[config.mk]
export PLATFORM = sky130hd
export DESIGN_NAME = cobs_frame_decoder_unit
export DESIGN_NICKNAME = d
export VERILOG_FILES = /design/src/hdl/cfd_pkg.sv /design/src/hdl/cobs_frame_decoder_unit.sv /design/src/hdl/cfd_front.sv /design/src/hdl/cfd_queue.sv /design/src/hdl/cfd_back.sv
export SDC_FILE = /design/constraint.sdc
export NUM_CORES = 1
export LEC_CHECK = 0
export BUFFER_PORTS_ARGS = -buffer_cell sky130_fd_sc_hd__buf_2
export CORE_UTILIZATION = 45
export CTS_CLUSTER_DIAMETER = 30
export CTS_CLUSTER_SIZE = 30
export DETAILED_ROUTE_END_ITERATION = 12
export PLACE_DENSITY_LB_ADDON = 0.12
export SETUP_SLACK_MARGIN = 0.4
export SLEW_MARGIN = 5
export SYNTH_ARGS = -nofsm -noshare
export SYNTH_HDL_FRONTEND = slang
export SYNTH_SLANG_ARGS = --single-unit
[constraint.sdc]
create_clock -name clk_i -period 10.12 [get_ports clk_i]
set_clock_uncertainty 0.15 [all_clocks]
set_input_delay 2.024 -clock clk_i [delete_from_list [all_inputs] [get_ports clk_i]]
set_output_delay 2.024 -clock clk_i [all_outputs]
set_load 0.005 [all_outputs]
[src/hdl/cfd_pkg.sv]
`default_nettype none

package cfd_pkg;

  // Frame-end status codes.
  typedef enum logic [1:0] {
    StatusGood     = 2'd0,
    StatusRunCut   = 2'd1,
    StatusOverflow = 2'd2
  } status_e;

  // Header classification reported with each frame end.
  typedef enum logic [1:0] {
    KindRequest = 2'd0,
    KindReply   = 2'd1,
    KindOther   = 2'd2,
    KindShort   = 2'd3
  } kind_e;

  localparam int unsigned LenW = 11;
  localparam logic [7:0] TypeRequest = 8'h50;
  localparam logic [7:0] TypeReply = 8'h51;
  localparam logic [LenW-1:0] HeaderBytes = LenW'(4);
  localparam logic [LenW-1:0] CapacityReset = LenW'(256);

  // Depth of the queue between the decoder and the output stage.
  localparam int unsigned QueueDepth = 4;
  localparam int unsigned QueuePtrW = $clog2(QueueDepth);

  // One classified word passed from the decoder to the output stage.
  typedef struct packed {
    logic            is_end;
    logic [7:0]      data;
    status_e         status;
    logic [LenW-1:0] length;
    logic [7:0]      type_byte;
    logic [7:0]      request;
    logic [7:0]      channel;
  } result_t;

endpackage

`default_nettype wire

[src/hdl/cobs_frame_decoder_unit.sv]
// COBS frame decoder.
// Input: one line byte per word on rx_byte_i, written with push while full is
// low. A zero byte delimits frames. Output: read like a queue; while empty is
// low the oldest word is on the result ports and pop takes it. A word is
// either one decoded payload byte (is_frame_end_o low) or a frame-end report
// with status, length, header kind, request id and channel id.
// Configuration: cfg_data_i is the frame capacity, written when cfg_valid_i
// is high; cfg_ready_o is always high. Write it only while the block is idle.
// Throughput is one byte per cycle while full is low. Each word goes first
// into a four-word queue, which the decoder writes at the edge that accepts
// its byte, and from there into the output stage's register.
// When the reader stalls the queue fills; full rises once it holds four
// words, and input then waits. Bytes that make no word still need a free slot.
// Reset clears the decoder to idle, empties the queue and the output stage,
// and sets the capacity to 256.
`default_nettype none

module cobs_frame_decoder_unit #(
  parameter int unsigned MaxFrameBytes = 1024
) (
  input  wire logic                     clk_i,
  input  wire logic                     rst_ni,
  input  wire logic                     cfg_valid_i,
  output      logic                     cfg_ready_o,
  input  wire logic [cfd_pkg::LenW-1:0] cfg_data_i,
  input  wire logic                     push,
  output      logic                     full,
  input  wire logic [7:0]               rx_byte_i,
  output      logic                     empty,
  input  wire logic                     pop,
  output      logic                     is_frame_end_o,
  output      logic [7:0]               data_byte_o,
  output      logic [1:0]               frame_status_o,
  output      logic [cfd_pkg::LenW-1:0] frame_length_o,
  output      logic [1:0]               frame_kind_o,
  output      logic [7:0]               request_id_o,
  output      logic [7:0]               channel_id_o
);
  import cfd_pkg::*;

  logic    accept;
  logic    q_wr;
  result_t q_wr_word;
  logic    q_rd;
  result_t q_rd_word;
  logic    q_full;
  logic    q_empty;

  assign cfg_ready_o = 1'b1;
  assign full        = q_full;
  assign accept      = push && !q_full;

  // Decoder: runs the frame state and classifies each byte.
  cfd_front #(
    .MaxFrameBytes(MaxFrameBytes)
  ) u_front (
    .clk_i,
    .rst_ni,
    .cfg_we_i  (cfg_valid_i && cfg_ready_o),
    .cfg_data_i,
    .accept_i  (accept),
    .byte_i    (rx_byte_i),
    .wr_o      (q_wr),
    .word_o    (q_wr_word)
  );

  // Short queue between decoder and output stage.
  cfd_queue u_queue (
    .clk_i,
    .rst_ni,
    .wr_i      (q_wr),
    .wr_word_i (q_wr_word),
    .rd_i      (q_rd),
    .rd_word_o (q_rd_word),
    .full_o    (q_full),
    .empty_o   (q_empty)
  );

  // Output stage: formats the report and holds it for the reader.
  cfd_back u_back (
    .clk_i,
    .rst_ni,
    .q_empty_i (q_empty),
    .q_word_i  (q_rd_word),
    .q_rd_o    (q_rd),
    .pop_i     (pop),
    .empty_o   (empty),
    .is_frame_end_o,
    .data_byte_o,
    .frame_status_o,
    .frame_length_o,
    .frame_kind_o,
    .request_id_o,
    .channel_id_o
  );

endmodule

`default_nettype wire

[src/hdl/cfd_front.sv]
`default_nettype none

module cfd_front #(
  parameter int unsigned MaxFrameBytes = 1024
) (
  input  wire logic                     clk_i,
  input  wire logic                     rst_ni,
  input  wire logic                     cfg_we_i,
  input  wire logic [cfd_pkg::LenW-1:0] cfg_data_i,
  input  wire logic                     accept_i,
  input  wire logic [7:0]               byte_i,
  output      logic                     wr_o,
  output      cfd_pkg::result_t         word_o
);
  import cfd_pkg::*;

  localparam int unsigned MaxW = $clog2(MaxFrameBytes + 1);
  localparam int unsigned CntW = (MaxW > LenW) ? LenW : MaxW;
  localparam int unsigned CmpW = (MaxW > LenW) ? MaxW : LenW;

  typedef enum logic [1:0] {
    ModeIdle   = 2'd0,
    ModeDecode = 2'd1,
    ModeAbort  = 2'd2
  } mode_e;

  mode_e            mode_q, mode_d;
  logic [7:0]       run_q, run_d;
  logic [CntW-1:0]  cnt_q, cnt_d;
  logic [7:0]       type_q, type_d;
  logic [7:0]       req_q, req_d;
  logic [7:0]       chan_q, chan_d;
  logic [LenW-1:0]  cap_q;
  logic [CmpW-1:0]  limit;
  logic             at_limit;
  logic             is_zero;
  logic [7:0]       value;

  // The limit in force is the smaller of the register and the build maximum.
  assign limit = (CmpW'(cap_q) > CmpW'(MaxFrameBytes)) ? CmpW'(MaxFrameBytes)
                                                       : CmpW'(cap_q);
  assign at_limit = CmpW'(cnt_q) >= limit;
  assign is_zero = byte_i == 8'h00;
  // A code byte decodes to a zero; otherwise the byte passes through.
  assign value = (run_q == 8'h00) ? 8'h00 : byte_i;

  // Decoder next state and classified word for each accepted byte.
  always_comb begin
    mode_d = mode_q;
    run_d  = run_q;
    cnt_d  = cnt_q;
    type_d = type_q;
    req_d  = req_q;
    chan_d = chan_q;
    wr_o   = 1'b0;
    word_o = '0;
    word_o.length    = LenW'(cnt_q);
    word_o.type_byte = type_q;
    word_o.request   = req_q;
    word_o.channel   = chan_q;
    if (accept_i) begin
      unique case (mode_q)
        ModeDecode: begin
          if (is_zero) begin
            mode_d = ModeIdle;
            wr_o = 1'b1;
            word_o.is_end = 1'b1;
            word_o.status = (run_q == 8'h00) ? StatusGood : StatusRunCut;
          end else if (at_limit) begin
            mode_d = ModeAbort;
          end else begin
            run_d = (run_q == 8'h00) ? byte_i - 8'd1 : run_q - 8'd1;
            if (cnt_q == CntW'(0)) type_d = value;
            if (cnt_q == CntW'(1)) req_d = value;
            if (cnt_q == CntW'(2)) chan_d = value;
            cnt_d = cnt_q + CntW'(1);
            wr_o = 1'b1;
            word_o.data = value;
          end
        end
        ModeAbort: begin
          if (is_zero) begin
            mode_d = ModeIdle;
            wr_o = 1'b1;
            word_o.is_end = 1'b1;
            word_o.status = StatusOverflow;
          end
        end
        default: begin
          mode_d = ModeIdle;
          if (!is_zero) begin
            mode_d = ModeDecode;
            run_d  = byte_i - 8'd1;
            cnt_d  = '0;
            type_d = 8'h00;
            req_d  = 8'h00;
            chan_d = 8'h00;
          end
        end
      endcase
    end
  end

  // Decoder state and the capacity register.
  always_ff @(posedge clk_i or negedge rst_ni) begin
    if (!rst_ni) begin
      mode_q <= ModeIdle;
      run_q  <= 8'h00;
      cnt_q  <= '0;
      type_q <= 8'h00;
      req_q  <= 8'h00;
      chan_q <= 8'h00;
      cap_q  <= CapacityReset;
    end else begin
      mode_q <= mode_d;
      run_q  <= run_d;
      cnt_q  <= cnt_d;
      type_q <= type_d;
      req_q  <= req_d;
      chan_q <= chan_d;
      if (cfg_we_i) cap_q <= cfg_data_i;
    end
  end

endmodule

`default_nettype wire

[src/hdl/cfd_queue.sv]
`default_nettype none

module cfd_queue (
  input  wire logic             clk_i,
  input  wire logic             rst_ni,
  input  wire logic             wr_i,
  input  wire cfd_pkg::result_t wr_word_i,
  input  wire logic             rd_i,
  output      cfd_pkg::result_t rd_word_o,
  output      logic             full_o,
  output      logic             empty_o
);
  import cfd_pkg::*;

  result_t              mem_q [QueueDepth];
  logic [QueuePtrW-1:0] wr_ptr_q;
  logic [QueuePtrW-1:0] rd_ptr_q;
  logic [QueuePtrW:0]   count_q;

  assign full_o    = count_q == (QueuePtrW + 1)'(QueueDepth);
  assign empty_o   = count_q == '0;
  assign rd_word_o = mem_q[rd_ptr_q];

  // Word storage; no reset needed on payload.
  always_ff @(posedge clk_i) begin
    if (wr_i) mem_q[wr_ptr_q] <= wr_word_i;
  end

  // Pointers and fill count.
  always_ff @(posedge clk_i or negedge rst_ni) begin
    if (!rst_ni) begin
      wr_ptr_q <= '0;
      rd_ptr_q <= '0;
      count_q  <= '0;
    end else begin
      if (wr_i) wr_ptr_q <= wr_ptr_q + QueuePtrW'(1);
      if (rd_i) rd_ptr_q <= rd_ptr_q + QueuePtrW'(1);
      if (wr_i && !rd_i) count_q <= count_q + (QueuePtrW + 1)'(1);
      else if (rd_i && !wr_i) count_q <= count_q - (QueuePtrW + 1)'(1);
    end
  end

endmodule

`default_nettype wire

[src/hdl/cfd_back.sv]
`default_nettype none

module cfd_back (
  input  wire logic                     clk_i,
  input  wire logic                     rst_ni,
  input  wire logic                     q_empty_i,
  input  wire cfd_pkg::result_t         q_word_i,
  output      logic                     q_rd_o,
  input  wire logic                     pop_i,
  output      logic                     empty_o,
  output      logic                     is_frame_end_o,
  output      logic [7:0]               data_byte_o,
  output      logic [1:0]               frame_status_o,
  output      logic [cfd_pkg::LenW-1:0] frame_length_o,
  output      logic [1:0]               frame_kind_o,
  output      logic [7:0]               request_id_o,
  output      logic [7:0]               channel_id_o
);
  import cfd_pkg::*;

  logic  valid_q;
  logic  load;
  kind_e kind;

  // Take a word whenever the output register is free or being drained.
  assign load    = !q_empty_i && (!valid_q || pop_i);
  assign q_rd_o  = load;
  assign empty_o = !valid_q;

  // Classify the frame by its length and its type byte.
  always_comb begin
    if (q_word_i.length < HeaderBytes) kind = KindShort;
    else if (q_word_i.type_byte == TypeRequest) kind = KindRequest;
    else if (q_word_i.type_byte == TypeReply) kind = KindReply;
    else kind = KindOther;
  end

  // Output valid flag.
  always_ff @(posedge clk_i or negedge rst_ni) begin
    if (!rst_ni) begin
      valid_q <= 1'b0;
    end else if (load) begin
      valid_q <= 1'b1;
    end else if (pop_i) begin
      valid_q <= 1'b0;
    end
  end

  // Output word; frame-end fields read zero in a data word and vice versa.
  always_ff @(posedge clk_i) begin
    if (load) begin
      is_frame_end_o <= q_word_i.is_end;
      if (q_word_i.is_end) begin
        data_byte_o    <= 8'h00;
        frame_status_o <= q_word_i.status;
        frame_length_o <= q_word_i.length;
        frame_kind_o   <= kind;
        request_id_o   <= q_word_i.request;
        channel_id_o   <= q_word_i.channel;
      end else begin
        data_byte_o    <= q_word_i.data;
        frame_status_o <= 2'd0;
        frame_length_o <= '0;
        frame_kind_o   <= 2'd0;
        request_id_o   <= 8'h00;
        channel_id_o   <= 8'h00;
      end
    end
  end

endmodule

`default_nettype wire
Word-level counts from Yosys, hierarchy flattened
Memory sizes are Yosys's and may differ from the RTL's.
Index checks and enable logic that the tools add are counted.
{ "totals": {"out_inout_bits": 43, "n_memories": 1, "inputBits": 24, "word_cells": 118, "regBits": 104, "ramBits": 184} }
{ "classes": {"n_eq_ne": 13, "n_reduce_logical": 22, "n_bitwise": 2, "n_addsub": 7, "n_lt_le_gt_ge": 3, "muxes": 52} }
{ "mem_list": {"columns": ["name", "words", "width", "read_ports", "rd_clocked_by_memory_dff", "write_ports", "line", "source"], "rows": [
  ["u_queue.mem_q", 4, 46, 1, 0, 1, "cfd_queue.sv:15", "result_t mem_q [QueueDepth];"]
]} }
{ "ops": {"columns": ["operator", "count"], "rows": [
  ["$mux W8", 18],
  ["$pmux W8 S2", 4],
  ["$mux W11", 5],
  ["$pmux W11 S2", 1],
  ["$eq A8 B7 Y1 const B", 2],
  ["$logic_not A8 Y1", 2],
  ["$mux W2", 8],
  ["$sub A8 B1 Y8 const B", 2],
  ["$reduce_and A5 Y1", 3],
  ["$add A11 B1 Y11 const B", 1],
  ["$eq A11 B1 Y1 const B", 1],
  ["$eq A11 B2 Y1 const B", 1],
  ["$ge A11 B11 Y1", 1],
  ["$gt A11 B11 Y1 const B", 1],
  ["$logic_not A11 Y1", 1],
  ["$lt A11 B3 Y1 const B", 1],
  ["$mux W1", 11],
  ["$ne A2 B1 Y1 const B", 4],
  ["$pmux W2 S2", 2],
  ["$mux W3", 2],
  ["$logic_not A1 Y1", 5],
  ["$add A2 B1 Y2 const B", 2],
  ["$logic_and A1 B1 Y1", 4],
  ["$reduce_and A4 Y1", 1],
  ["14 further kinds", 16]
]} }

Longest topological paths before layout
{ "logic_depth": {"depth_word": 11, "ltp_mapped": 15, "depth_no_buf": 14} }

Hierarchy
Synthesis repeated with hierarchy kept, for this count alone.
{ "unflattened": {"hier_cells": 725, "area_unflattened_um2": 12009.0} }
{ "modules_own_cells": {"columns": ["module", "instances", "cells_per_inst", "seq_area_each_um2", "area_each_um2"], "rows": [
  ["cfd_queue", 1, 274, 5700.5, 7024.2],
  ["cfd_front", 1, 353, 1402.6, 3395.8],
  ["cfd_back", 1, 95, 1226.2, 1564.0],
  ["cobs_frame_decoder_unit", 1, 3, 0.0, 25.0]
]} }

Worst setup path before layout
Ideal clock, no wire load.
{ "synth_path": {"path_type": "input to register", "start": "input port pop", "end": "register u_queue.count_q[1]", "slack_ns": 4.541, "t_required_ns": 9.845, "setup_time_ns": 0.125, "path_buffers": 0, "stages": 7, "t_arrival_ns": 5.304, "cell_sequence": "inv_1 > a21oi_1 > inv_1 > ha_1 > inv_1 > fa_1 > mux2_2"} }
{ "synth_via": {"elab_chain_len": 5, "elab_cells_between_ends": 7, "classes_between": "mux: 1; reduce/logical: 6"} }
{ "synth_rtl": {"columns": ["item", "line", "source"], "rows": [
  ["from (decl)", "cobs_frame_decoder_unit.sv:30", "input wire logic pop,"],
  ["$logic_or A1 B1 Y1 (*)", "cfd_back.sv:26", "assign load = !q_empty_i && (!valid_q || pop_i);"],
  ["$logic_and A1 B1 Y1 (*)", "cfd_back.sv:26", null],
  ["net q_rd", "cobs_frame_decoder_unit.sv:44", "logic q_rd;"],
  ["$logic_not A1 Y1", "cfd_queue.sv:38", "if (wr_i && !rd_i) count_q <= count_q + (QueuePtrW + 1)'(1);"],
  ["$logic_and A1 B1 Y1", "cfd_queue.sv:38", null],
  ["$mux W3 / $reduce_bool A2 Y1 (equally long branches)", null, null],
  ["to (signal assigned)", "cfd_queue.sv:38", null],
  ["to (signal assigned)", "cfd_queue.sv:39", "else if (rd_i && !wr_i) count_q <= count_q - (QueuePtrW + 1)'(1);"],
  ["to (decl)", "cfd_queue.sv:18", "logic [QueuePtrW:0] count_q;"]
]} }
Mark *: on every way through the listed nets, which the timed path passes. The rest lies on a longest branch.
A chain may end at the register's enable or synchronous reset.

Worst setup path in the final report
{ "layout_path": {"start": "input port rx_byte_i[0]", "end": "register u_queue.count_q[2]"} }
{ "layout_via": {"elab_chain_len": 7, "elab_cells_between_ends": 10, "classes_between": "mux: 5; reduce/logical: 5"} }
{ "layout_rtl": {"columns": ["item", "line", "source"], "rows": [
  ["from (decl)", "cobs_frame_decoder_unit.sv:28", "input wire logic [7:0] rx_byte_i,"],
  ["$logic_not A8 Y1 (*)", "cfd_front.sv:43", "assign is_zero = byte_i == 8'h00;"],
  ["$mux W1, on equally long branches", "cfd_front.sv:82, cfd_front.sv:64", null],
  ["$pmux W1 S2 (*)", "cfd_front.sv:62", "unique case (mode_q)"],
  ["$mux W1 (*)", "cfd_front.sv:61", "if (accept_i) begin"],
  ["net q_wr", "cobs_frame_decoder_unit.sv:42", "logic q_wr;"],
  ["$logic_not A1 Y1", "cfd_queue.sv:39", null],
  ["$logic_and A1 B1 Y1", "cfd_queue.sv:39", null],
  ["$reduce_bool A2 Y1 (no source line)", null, null]
]} }
Marks and branches as above.

==> impl_metrics.json <==
{
  "status": "complete, no violations",
  "wl_mm": 24.8,
  "cp_max_fo": 8,
  "power_density_nw_per_um2": 287,
  "grt_antenna_before_repair": 0,
  "p_leak_nw": 5.55,
  "maxSlewHeadroom_pct": 26.3,
  "num_rows": 58,
  "setup_violations": 0,
  "area_growth_pct": 23.9,
  "portBuffers": 65,
  "yosysWarnings": 0,
  "path_class": "in2reg",
  "max_stage_delay_ps": 490,
  "nets": 887,
  "r2r_setup_slack_ps": 5750,
  "drt-initial-drc-count": 460,
  "overflow": 0,
  "tns_ps": 0,
  "coreArea_um2": 25500,
  "start_util_pct": 46.3,
  "gp_congestion": 0.812,
  "synth_most_common_cell": "edfxtp_1",
  "ys_seq_area_share_pct": 70.6,
  "grt_max_degree": 65,
  "antenna_left": 0,
  "die_h_um": 164,
  "period_share_pct": 46.0,
  "ys_seq_elements": 288,
  "yosysTopAreaCellShare_pct": 57.0,
  "syn-num-nets": 781,
  "critPathSlowestCell": "a211oi_2",
  "cts_buffers": 60,
  "crit_chain": "buf_2 -> inv_1 -> ha_1 -> nor3b_2 -> and2_1 -> o21ai_0 -> a211oi_2 -> ha_1 -> inv_1 -> fa_1 -> xor2_1 -> nor2_1 -> xor2_1",
  "die_w_um": 164,
  "critPathLaunch": "rx_byte_i[0]",
  "tightest_slew_ps": 1100,
  "avgViaCountPerCell": 5.43,
  "synth_area_per_cell_um2": 16.1,
  "drt_pre_antenna_iters": 5,
  "synth_commonest_cells": "edfxtp_1, dfrtp_1, o21ai_0, and2_1, nand2_1",
  "layout-drive-gt1-share_pct": 28.3,
  "final_hold_viol_count": 0,
  "synth_top_area_cell": "edfxtp_1",
  "synthCells": 732,
  "cts-resized-gates": 0,
  "async_reset_ff_share_pct": 22.2,
  "fin_crit_ps": 4650,
  "cp.arrival_ps": 4980,
  "syn_area_um2": 11800,
  "max_cap_viol_count": 0,
  "cts_hold_buf": 0,
  "routedWlPerCell_um": 20.4,
  "crit_path_end_kind": "flip-flop",
  "max_freq_mhz": 215,
  "grt_pass1_wl_mm": 39.0,
  "synthFlopType": "edfxtp_1",
  "startpoint_type": "primary input",
  "drc_errors": 0,
  "die_area_um2": 26900,
  "min-delay-start": "u_queue.count_q[2]",
  "critPathBufInv": 3,
  "drv_slew": 0,
  "hold_path.class": "reg2reg",
  "io_pins": 67,
  "root_buffer": "clkbuf_16",
  "htreeDepth": 2,
  "cts_buffer_depth": 3,
  "fin_area_um2": 14600,
  "ir_worst_vdd_mv": 0.158,
  "clock_latency_ps": 560,
  "clkTransAtPathRegs_ps": 40,
  "rsz0062_at_grt": "false",
  "synthTopCellsByArea": "edfxtp_1, dfrtp_1, mux4_2",
  "cts_setup_buffers": 0,
  "synth-edff-count": 224,
  "insertedDiodeCount": 0,
  "synth.distinct_cells": 62,
  "grt_pass1_vias": 7049,
  "hpwl_mm": 15.0,
  "grt.total_usage_pct": 19.6,
  "cts_tree": "done",
  "cts.sinks": 288,
  "routed-via-count": 6616,
  "crit_required_ps": 10450,
  "rr_startpoint": "u_front.cap_q[10]",
  "critPathTopFamily": "simple AND/OR/NAND/NOR gates",
  "place_area_um2": 12500
}
## flip-flops by register name (all words and copies together), names as in the netlist
signal and cells:
u_queue.count_q 3, u_back.frame_kind_o 2, u_front.cap_q 11, u_queue.rd_ptr_q 2
u_front.type_q 8, u_back.valid_q 1, u_front.run_q 8, u_back.frame_status_o 2
u_back.data_byte_o 8, u_front.chan_q 8, u_back.channel_id_o 8, u_queue.wr_ptr_q 2
u_front.cnt_q 11, u_back.frame_length_o 11, u_back.request_id_o 8, u_queue.mem_q 184
u_front.req_q 8, u_front.mode_q 2, u_back.is_frame_end_o 1
## power breakdown
part / switching (mW) / internal, mW
registers: 0.0855 / 1.44
logic: 0.387 / 0.300
clock network: 0.613 / 1.37
## cell usage in the layout (no fill, tap or decap), types with 5 or more instances in the layout
cell        count
clkbuf_16      62
clkbuf_8        8
clkinv_1        5
edfxtp_1      224
inv_1          19
nor2_1         21
bufinv_16       8
or3_1           5
nor2b_1        12
nor3_1          9
o21ai_0        47
dfrtp_1        62
clkinv_4        6
o211ai_1        6
a21oi_1        11
and2_1         41
mux2_2         12
nor4_1          7
nand3_1        36
nand2_1        42
buf_2          65
mux4_2         39
clkinv_2        8
buf_4          11
ha_1           24
clkinvlp_4      9
xnor2_1         6
## final cells by class
cell class,count,area (µm²)
Clock buffer,74,1680
Clock inverter,38,449
Fill cell,1961,10900
Inverter,20,75.1
Multi-Input combinational cell,392,3250
Sequential cell,288,8330
Tap cell,330,413
Timing Repair Buffer,76,408
## through the flow
step	util, %	power [mW]	worst slack (ps)	instances	hold slack (ps)
finish	57.3	4.19	5470	1218	339
global route	57.3	4.39	5110	1218	354
CTS	57.3	4.25	5460	1218	339
detailed placement	49.0	2.24	4880	1106	331
global placement	49.0	2.22	4990	1106	325
floorplan	-	2.00	4540	732	306
## final timing paths
| check | end | cells after the start |
|---|---|---|
| max | u_queue.count_q[2] | 13 |
| min | u_queue.count_q[2] | 1 |
| max reg2reg | u_queue.count_q[2] | 14 |
| min reg2reg | u_queue.count_q[2] | 1 |
| max in group asynchronous | u_queue.rd_ptr_q[0] | 2 |
| min in group asynchronous | u_front.cap_q[7] | 2 |
## kinds of logic after synthesis
group | Yosys count | synth area share, %
muxes | 54 | 8.86
other | 1 | 0.0318
AOI/OAI and AO/OA | 96 | 5.28
and+or+nand+nor | 206 | 9.82
buffers and inverters | 52 | 1.91
xor gates and xnor gates | 10 | 0.743
adders and majority gates | 25 | 2.72
DFF | 288 | 70.6
## layer usage
metal	wire [µm]	vias to the layer above	track usage, %
met5	0	-	0
met4	555	0	7.37
met3	1210	50	3.91
met2	12600	171	33.7
met1	10400	3340	24.4
li1	-	3055	-
No activity file was read; power rests on OpenSTA's default activity.
